## config.mk

```make
export PLATFORM = sky130hd
export DESIGN_NAME = hsv_to_rgb_converter_top
export DESIGN_NICKNAME = d
export VERILOG_FILES = /design/src/rtl/h2r_pkg.sv /design/src/rtl/h2r_csr.sv /design/src/rtl/hsv_to_rgb_converter_top.sv
export VERILOG_INCLUDE_DIRS = /design/src /design/src/rtl
export SDC_FILE = /design/constraint.sdc
export NUM_CORES = 2
export LEC_CHECK = 0
export ABC_AREA = 1
export BUFFER_PORTS_ARGS = -buffer_cell sky130_fd_sc_hd__buf_4
export CAP_MARGIN = 10
export CORE_ASPECT_RATIO = 0.75
export CORE_MARGIN = 2
export CORE_UTILIZATION = 40
export DETAILED_ROUTE_END_ITERATION = 10
export SLEW_MARGIN = 10
export SYNTH_ARGS = -nofsm -noshare
export SYNTH_HDL_FRONTEND = slang
export SYNTH_HIERARCHICAL = 1
export SYNTH_SLANG_ARGS = --single-unit
```

## constraint.sdc

```tcl
create_clock -name clock -period 18.5 [get_ports clock]
set_input_delay 0.925 -clock clock [delete_from_list [all_inputs] [get_ports clock]]
set_output_delay 0.925 -clock clock [all_outputs]
set_load 0.03 [all_outputs]
```

## src/rtl/hsv_to_rgb_converter_top_macros.svh

```systemverilog
// assertion macros for the hsv to rgb converter top
`ifndef HSV_TO_RGB_CONVERTER_TOP_MACROS_SVH
`define HSV_TO_RGB_CONVERTER_TOP_MACROS_SVH

// same-cycle implication, disabled while reset is high
`define H2R_ASSERT_IMPLY(label, clk, rst, ante, cons, msg) \
   label: assert property (@(posedge clk) disable iff (rst) (ante) |-> (cons)) \
      else $error(msg);

// next-cycle implication, disabled while reset is high
`define H2R_ASSERT_NEXT(label, clk, rst, ante, cons, msg) \
   label: assert property (@(posedge clk) disable iff (rst) (ante) |=> (cons)) \
      else $error(msg);

`endif

```

## src/rtl/h2r_pkg.sv

```systemverilog
// shared constants for the hsv to rgb converter
package h2r_pkg;

   // register index port width and register map
   localparam int CSR_INDEX_BITS = 2;

   typedef enum logic [CSR_INDEX_BITS-1:0] {
      CSR_SATURATION = 2'd0,
      CSR_BRIGHTNESS = 2'd1
   } csr_index_type;

   // reset values before masking to the color width
   localparam int SAT_RESET_VALUE    = 230;
   localparam int BRIGHT_RESET_VALUE = 255;

endpackage

```

## src/rtl/h2r_csr.sv

```systemverilog
// saturation and brightness configuration registers
module h2r_csr #(
   parameter int COLOR_BITS = 8
) (
   input  logic                                clock,
   input  logic                                reset,
   input  logic                                csr_valid,
   output logic                                csr_ready,
   input  logic [h2r_pkg::CSR_INDEX_BITS-1:0]  csr_index,
   input  logic [COLOR_BITS-1:0]               csr_data,
   output logic [COLOR_BITS-1:0]               saturation,
   output logic [COLOR_BITS-1:0]               brightness
);
   import h2r_pkg::*;

   localparam int CMAX = (1 << COLOR_BITS) - 1;
   localparam logic [COLOR_BITS-1:0] SAT_RESET    = COLOR_BITS'(SAT_RESET_VALUE & CMAX);
   localparam logic [COLOR_BITS-1:0] BRIGHT_RESET = COLOR_BITS'(BRIGHT_RESET_VALUE & CMAX);

   logic [COLOR_BITS-1:0] sat_ff;
   logic [COLOR_BITS-1:0] sat_in;
   logic [COLOR_BITS-1:0] bright_ff;
   logic [COLOR_BITS-1:0] bright_in;

   assign csr_ready = 1'b1;

   // writes beyond the register map are dropped
   always_comb begin
      sat_in    = sat_ff;
      bright_in = bright_ff;
      if (csr_valid) begin
         case (csr_index)
            CSR_SATURATION: sat_in    = csr_data;
            CSR_BRIGHTNESS: bright_in = csr_data;
            default: ;
         endcase
      end
   end

   always_ff @(posedge clock) begin
      if (reset) begin
         sat_ff    <= SAT_RESET;
         bright_ff <= BRIGHT_RESET;
      end else begin
         sat_ff    <= sat_in;
         bright_ff <= bright_in;
      end
   end

   assign saturation = sat_ff;
   assign brightness = bright_ff;

endmodule

```

## src/rtl/hsv_to_rgb_converter_top.sv

```systemverilog
// an accepted req transaction passes through stage registers 1 to 4 before rsp_tvalid
// throughput: one hue per cycle while rsp_tready does not stall; a four stage pipeline with a valid bit per stage
// stall: ready ripples back from rsp_tready, bubbles are squeezed out
// reset: clears all stage valid bits, loads saturation 230 and brightness 255
// config written while the pipeline is empty applies to all later hues
`include "hsv_to_rgb_converter_top_macros.svh"

module hsv_to_rgb_converter_top #(
   parameter int HUE_BITS   = 16,
   parameter int COLOR_BITS = 8
) (
   input  logic                                        clock,
   input  logic                                        reset,
   // req_tdata: hue
   input  logic                                        req_tvalid,
   output logic                                        req_tready,
   input  logic [((HUE_BITS+7)/8)*8-1:0]               req_tdata,
   // rsp_tdata: red, green, blue
   output logic                                        rsp_tvalid,
   input  logic                                        rsp_tready,
   output logic [((3*COLOR_BITS+7)/8)*8-1:0]           rsp_tdata,
   input  logic                                        csr_valid,
   output logic                                        csr_ready,
   input  logic [h2r_pkg::CSR_INDEX_BITS-1:0]          csr_index,
   input  logic [COLOR_BITS-1:0]                       csr_data
);
   import h2r_pkg::*;

   localparam int C     = COLOR_BITS;
   localparam int H     = HUE_BITS;
   localparam int RSP_W = ((3*COLOR_BITS+7)/8)*8;
   localparam int H6_W  = H + 3;
   localparam int ZQ_W  = 2*C + H;
   localparam int ZT_W  = 2*C + H + 1;
   localparam int Y_W   = 2*C + H + 1;
   localparam logic [C-1:0] CMAX = {C{1'b1}};
   localparam logic [H:0]   HONE = {1'b1, {H{1'b0}}};

   typedef enum logic [2:0] {
      SEC_RED_YEL = 3'd0,
      SEC_YEL_GRN = 3'd1,
      SEC_GRN_CYN = 3'd2,
      SEC_CYN_BLU = 3'd3,
      SEC_BLU_MAG = 3'd4,
      SEC_MAG_RED = 3'd5
   } sector_type;

   // floor(x / CMAX), exact for x up to CMAX*CMAX
   function automatic logic [C-1:0] div_cmax(input logic [2*C-1:0] x);
      logic [2*C:0] sum;
      sum = {1'b0, x} + {{(C+1){1'b0}}, x[2*C-1:C]} + {{(2*C){1'b0}}, 1'b1};
      return sum[2*C-1:C];
   endfunction

   logic [C-1:0] sat;
   logic [C-1:0] bright;

   h2r_csr #(
      .COLOR_BITS(COLOR_BITS)
   ) u_csr (
      .clock     (clock),
      .reset     (reset),
      .csr_valid (csr_valid),
      .csr_ready (csr_ready),
      .csr_index (csr_index),
      .csr_data  (csr_data),
      .saturation(sat),
      .brightness(bright)
   );

   // stage handshake
   logic vld1_ff, vld2_ff, vld3_ff, vld4_ff;
   logic rdy1, rdy2, rdy3, rdy4;

   assign rdy4 = !vld4_ff || rsp_tready;
   assign rdy3 = !vld3_ff || rdy4;
   assign rdy2 = !vld2_ff || rdy3;
   assign rdy1 = !vld1_ff || rdy2;
   assign req_tready = rdy1;

   always_ff @(posedge clock) begin
      if (reset) begin
         vld1_ff <= 1'b0;
         vld2_ff <= 1'b0;
         vld3_ff <= 1'b0;
         vld4_ff <= 1'b0;
      end else begin
         if (rdy1) vld1_ff <= req_tvalid;
         if (rdy2) vld2_ff <= vld1_ff;
         if (rdy3) vld3_ff <= vld2_ff;
         if (rdy4) vld4_ff <= vld3_ff;
      end
   end

   // stage 1: sector split and config products
   logic [H-1:0]    hue;
   logic [H6_W-1:0] h6;
   sector_type      sec1_in, sec1_ff;
   logic [H-1:0]    frac1_in, frac1_ff;
   logic [2*C-1:0]  vs1_in, vs1_ff;
   logic [2*C-1:0]  pn1_in, pn1_ff;
   logic [C-1:0]    v1_ff;

   assign hue      = req_tdata[H-1:0];
   assign h6       = {1'b0, hue, 2'b00} + {2'b00, hue, 1'b0};
   assign sec1_in  = sector_type'(h6[H6_W-1:H]);
   assign frac1_in = h6[H-1:0];
   assign vs1_in   = (2*C)'(bright) * (2*C)'(sat);
   assign pn1_in   = (2*C)'(bright) * (2*C)'(CMAX - sat);

   always_ff @(posedge clock) begin
      if (rdy1) begin
         sec1_ff  <= sec1_in;
         frac1_ff <= frac1_in;
         vs1_ff   <= vs1_in;
         pn1_ff   <= pn1_in;
         v1_ff    <= bright;
      end
   end

   // stage 2: saturation times fraction, p finished
   logic [ZQ_W-1:0] zq2_in, zq2_ff;
   logic [ZT_W-1:0] zt2_in, zt2_ff;
   logic [C-1:0]    p2_in, p2_ff;
   logic [C-1:0]    v2_ff;
   sector_type      sec2_ff;

   assign zq2_in = ZQ_W'(vs1_ff) * ZQ_W'(frac1_ff);
   assign zt2_in = ZT_W'(vs1_ff) * ZT_W'(HONE - {1'b0, frac1_ff});
   assign p2_in  = div_cmax(pn1_ff);

   always_ff @(posedge clock) begin
      if (rdy2) begin
         zq2_ff  <= zq2_in;
         zt2_ff  <= zt2_in;
         p2_ff   <= p2_in;
         v2_ff   <= v1_ff;
         sec2_ff <= sec1_ff;
      end
   end

   // stage 3: v*CMAX*HONE minus the products, scaled down by HONE
   logic [2*C-1:0] vc2;
   logic [Y_W-1:0] yq2, yt2;
   logic [2*C-1:0] wq3_ff, wt3_ff;
   logic [C-1:0]   p3_ff;
   logic [C-1:0]   v3_ff;
   sector_type     sec3_ff;

   assign vc2 = {v2_ff, {C{1'b0}}} - (2*C)'(v2_ff);
   assign yq2 = {1'b0, vc2, {H{1'b0}}} - Y_W'(zq2_ff);
   assign yt2 = {1'b0, vc2, {H{1'b0}}} - Y_W'(zt2_ff);

   always_ff @(posedge clock) begin
      if (rdy3) begin
         wq3_ff  <= yq2[2*C+H-1:H];
         wt3_ff  <= yt2[2*C+H-1:H];
         p3_ff   <= p2_ff;
         v3_ff   <= v2_ff;
         sec3_ff <= sec2_ff;
      end
   end

   // stage 4: q and t, sector routing into the output register
   logic [C-1:0] q3, t3;
   logic [C-1:0] red_in, green_in, blue_in;
   logic [C-1:0] red_ff, green_ff, blue_ff;
   logic [C-1:0] v4_ff;

   assign q3 = div_cmax(wq3_ff);
   assign t3 = div_cmax(wt3_ff);

   always_comb begin
      case (sec3_ff)
         SEC_RED_YEL: begin red_in = v3_ff; green_in = t3;    blue_in = p3_ff; end
         SEC_YEL_GRN: begin red_in = q3;    green_in = v3_ff; blue_in = p3_ff; end
         SEC_GRN_CYN: begin red_in = p3_ff; green_in = v3_ff; blue_in = t3;    end
         SEC_CYN_BLU: begin red_in = p3_ff; green_in = q3;    blue_in = v3_ff; end
         SEC_BLU_MAG: begin red_in = t3;    green_in = p3_ff; blue_in = v3_ff; end
         default:     begin red_in = v3_ff; green_in = p3_ff; blue_in = q3;    end
      endcase
   end

   always_ff @(posedge clock) begin
      if (rdy4) begin
         red_ff   <= red_in;
         green_ff <= green_in;
         blue_ff  <= blue_in;
         v4_ff    <= v3_ff;
      end
   end

   assign rsp_tvalid = vld4_ff;
   assign rsp_tdata  = RSP_W'({blue_ff, green_ff, red_ff});

   // the brightness always lands on one channel
   `H2R_ASSERT_IMPLY(a_max_is_bright, clock, reset, vld4_ff, (red_ff == v4_ff) || (green_ff == v4_ff) || (blue_ff == v4_ff), "no channel carries the brightness")
   // an empty output stage means the whole pipe can take a transaction
   `H2R_ASSERT_IMPLY(a_idle_ready, clock, reset, !vld4_ff, req_tready, "req_tready low with empty output stage")
   // a valid stage 3 moves into the output register when it has room
   `H2R_ASSERT_NEXT(a_advance, clock, reset, vld3_ff && rdy4, vld4_ff, "stage 3 transaction lost")

endmodule

```

==> Word-level counts from Yosys, hierarchy flattened <==
Cells that the tools add are included.
{ "word_totals": {"regBits": 237, "input_bits": 31, "output_inout_bits": 27, "elab_cells": 64} }
{ "classes": {"addsub": 12, "n_mul": 4, "n_eq_ne": 5, "mux": 3, "n_reduce_logical": 16} }
{ "ops": {"columns": ["cell", "count"], "rows": [
  ["$pmux W8 S3", 3],
  ["$sub A32 B32 Y32", 2],
  ["$add A16 B1 Y16 const B", 3],
  ["$add A16 B8 Y16", 3],
  ["$mul A16 B16 Y32", 1],
  ["$mul A17 B18 Y32", 1],
  ["$add A18 B17 Y19", 1],
  ["$sub A17 B16 Y18 const A", 1],
  ["$mul A8 B8 Y16", 1],
  ["$mul A9 B9 Y16", 1],
  ["$sub A16 B8 Y16", 1],
  ["$sub A8 B8 Y9 const A", 1],
  ["$reduce_or A2 Y1", 4],
  ["$eq A3 B2 Y1 const B", 2],
  ["$logic_not A1 Y1", 4],
  ["$logic_or A1 B1 Y1", 4],
  ["$reduce_and A2 Y1", 2],
  ["$eq A3 B1 Y1 const B", 1],
  ["$eq A3 B3 Y1 const B", 1],
  ["$logic_not A3 Y1", 1],
  ["$eq A2 B1 Y1 const B", 1],
  ["$logic_not A2 Y1", 1]
]} }

==> Logic depth before layout (Yosys ltp) <==
{ "logic_depth": {"ltp_word": 5, "ltp_mapped": 35, "ltp_nobuf": 33} }

==> Hierarchy <==
The synthesis kept the hierarchy.
{ "by_module_without_submodules": {"columns": ["module", "n_inst", "cells_each", "area_each_um2", "seq_area_each_um2"], "rows": [
  ["hsv_to_rgb_converter_top", 1, 4254, 33948.8, 6476.2],
  ["h2r_csr", 1, 82, 655.6, 320.3]
]} }

==> Worst setup path after synthesis <==
Ideal clock, no wire load.
{ "synth_path": {"kind": "register -> register", "startpoint": "register frac1_ff[1]", "endpoint": "register zt2_ff[29] (data pin)", "setup_time_ns": 0.253, "arrival_ns": 5.870, "required_ns": 18.247, "slack_ns": 12.377, "path_stages_with_launch": 32, "path_buffers": 2, "period_less_slack_ns": 6.123, "path_cell_list": "edfxtp_1 > buf_6 > inv_4 > ha_1 > nand2_1 > nor2_2 > inv_2 > or2_1 > o21ai_1 > nand2_2 > inv_2 > buf_6 > nand2_1 > fa_1 > inv_1 > fa_1 > inv_1 > fa_1 > inv_1 > fa_1 > fa_1 > inv_1 > fa_1 > inv_1 > ha_1 > nand2_1 > nor2_1 > inv_1 > nor4_1 > nand2_1 > nand4_1 > nand2_1"} }
{ "synth_via": {"elab_chain_cells": 2} }
{ "synth_lines": {"columns": ["item", "line_no", "rtl"], "rows": [
  ["start, declared", "hsv_to_rgb_converter_top.sv:99", "logic [H-1:0] frac1_in, frac1_ff;"],
  ["start signal, assigned", "hsv_to_rgb_converter_top.sv:114", "frac1_ff <= frac1_in;"],
  ["$sub A17 B16 Y18", "hsv_to_rgb_converter_top.sv:129", "assign zt2_in = ZT_W'(vs1_ff) * ZT_W'(HONE - {1'b0, frac1_ff});"],
  ["$mul A17 B18 Y32", "hsv_to_rgb_converter_top.sv:129", null],
  ["named net zt2_in[29]", "hsv_to_rgb_converter_top.sv:123", "logic [ZT_W-1:0] zt2_in, zt2_ff;"],
  ["end signal, assigned", "hsv_to_rgb_converter_top.sv:135", "zt2_ff <= zt2_in;"],
  ["end, declared", "hsv_to_rgb_converter_top.sv:123", null]
]} }
The timed path passes the listed nets, and every way through them passes these cells.
A chain may end at the register's enable or synchronous reset.

==> Worst setup path after layout <==
{ "layout_path": {"startpoint": "register frac1_ff[1]", "endpoint": "register zt2_ff[31] (data pin)"} }
Same word-level chain as after synthesis.

==> impl_results.md <==
* Main synth FF type: edfxtp_1
* Net count, final at roughly 5200
* Root Buffer: clkbuf_16
* Vias in the first global route at about 27000
* Max frequency at between 100 and 150 MHz
* 1st-iter DRT viols at between 2000 and 2500
* Worst path slowest cell: edfxtp_1
* CP Class: reg -> reg
* Cts-stage hold buffer count at 0
* Synth Instances at roughly 4300
* RSZ-0062 raised after global routing: false
* Yosys reg bits at about 230
* Post-CTS setup buffers at 0
* Avg Cell Area, Syn at about 8 um2
* CTS H-tree depth at 1
* TritonCTS Buffers at 28
* Max-slew violation count at 0
* Setup_tns at 0 ps
* Worst setup EP type: flip-flop
* PostCTS Resize Cnt at 0
* Drt pass-1 iters at 6
* Register-to-Register Path Depth at 31
* Gr usage total at 21.3%
* # IOs at 58
* Max clock buf depth at 3
* Initial antenna violation count at 0
* Yosys top cell area share at about a quarter
* Post-route ant nets at 0
* Endpoints failing hold at 0
* Worst path required time at ~19000 ps
* WL final at ~92000 um
* Share of layout cells above drive strength 1 at 4.27%
* CP dominant cell by count: nand2_1
* CP arrival at approximately 7700 ps
* Wire per inst at between 15 and 20 um
* Async S/R FF share, synth at 0%
* Syn-to-layout area delta at 7.21%
* Skew final at around 14 ps
* Slew HR at approximately 30%
* Slowest stage delay, CP at between 600 and 700 ps
* Hold path depth at 0
* CORE AREA at 85800 um2
* Initial core utilization at 40.4%
* Die ar. at slightly below 90000 um2
* Post-route minimum period at 7390 ps
* Detailed Place HPWL at ~76000 um
* Drc violations at 0
* Clock tree sinks at ~230
* Top cells by area, synth: fa_1, edfxtp_1, ha_1
* Die H at approximately 260 um
* Row count at slightly above 90
* First-pass GRT wire length at about 150000 um
* Clock input transition at the sequential cells of the worst setup and hold paths at roughly 70 ps
* Largest net degree at the start of global routing at slightly above 70
* Seq/Total Area, Yosys at roughly 20%
* Grt ovf at 0
* Fin crit share at between 30 and 40%
* Die Wd at between 300 and 400 um
* Port bufs at 56
* Leading area contributor after synthesis: fa_1
* Startpoint types: flip-flop
* Count of final setup violators at 0
* RD Place Congestion at approximately 0.95
* Synth unique cells at 54
* Max-cap violation count at 0
* Syn Nets at around 5200
* Hold crit path type: reg -> reg
* Post-synth EDFFs at between 200 and 250
* Routed vias/inst at 4.99
* Crit Path Max Fanout at 17
* Vias at about 27000
* Yosys warns at 6
* Clk_lat worst skew at 580 ps
* Status: finished, final reports clean
* CTS tree: done
* Measured slew at the worst slew-check pin at 1060 ps
* Post-Synthesis Cell Area at 34600 um2
==> cells by family after synthesis <==
group           count (synthesis)  synth area share (%)
compound gates                315                  5.01
fa+ha+maj                     811                  39.1
flops                         233                  19.6
buf+inv                      1154                  12.8
xor+xnor                      101                  2.61
simple gates                 1721                  20.8
other cells                     1                0.0108
==> through the flow <==
stage | cell area, um2 | util [%] | std cells | setup slack [ps] | hold slack (ps)
after floorplan | 34600 | - | 4336 | 12380 | 400
after global placement | 36100 | 42.1 | 5447 | 11100 | 404
after detailed placement | 36100 | 42.1 | 5447 | 11180 | 405
after CTS | 37100 | 43.3 | 5499 | 11170 | 399
after global routing | 37100 | 43.3 | 5499 | 10530 | 413
final | 37100 | 43.3 | 5500 | 11110 | 410
==> worst max-delay path, delay by kind of cell (launching register included) <==
kind                       cells  cell delay, ps
adders and majority gates      8            3540
DFF                            1             660
and+or+nand+nor               15            1860
AOI/OAI and AO/OA              2             350
buffers and inverters          6             730
==> synth_stat cells, types with 10 or more instances <==
cell,number
dfxtp_1,20
inv_2,10
buf_6,10
nand2_1,982
ha_1,362
a21oi_1,162
nand3_1,213
inv_1,1029
nand4_1,81
fa_1,449
xnor2_1,28
xor2_1,72
nor2_1,353
a21o_1,21
o21ai_0,96
nor3_1,35
nor2_2,14
edfxtp_1,213
clkbuf_1,81
==> state kept, by name, summed over array words and instances (netlist names), 15 cells and up <==
name / flops
zq2_ff: 31
zt2_ff: 30
pn1_ff: 16
vs1_ff: 16
wq3_ff: 16
wt3_ff: 16
frac1_ff: 15
==> worst paths after layout <==
path,slack (ps),to,start
worst min register to register,410,v2_ff[1],v1_ff[1]
worst min-delay path,410,v2_ff[1],v1_ff[1]
worst max register to register,11110,zt2_ff[31],frac1_ff[1]
worst max-delay path,11110,zt2_ff[31],frac1_ff[1]
==> per-layer routing <==
metal	global-route usage (%)	routed length [um]
met1	32.6	45600
met2	32.0	38700
met3	3.40	6670
met4	3.19	1460
met5	0	0
==> cell type report <==
type | count | area [um2]
Fill cell | 8588 | 48700
Multi-Input combinational cell | 2949 | 23400
Sequential cell | 233 | 6800
Inverter | 1047 | 3940
Tap cell | 1140 | 1430
Clock buffer | 31 | 712
Timing Repair Buffer | 78 | 586
Clock inverter | 21 | 262
Antenna cell | 1 | 2.50
==> placed cells by master, fill, tap and decap left out, types with 78 or more instances in the layout <==
cell / netlist / final
edfxtp_1: 213 / 213
o21ai_0: 96 / 96
ha_1: 362 / 362
nor2_1: 353 / 353
buf_4: 2 / 78
inv_1: 1029 / 1027
nand3_1: 213 / 213
fa_1: 449 / 449
a21oi_1: 162 / 162
nand2_1: 982 / 981
nand4_1: 81 / 81
Power is not shown: default switching activity piles up to over one toggle a cycle in this logic, so the estimate is an artifact.
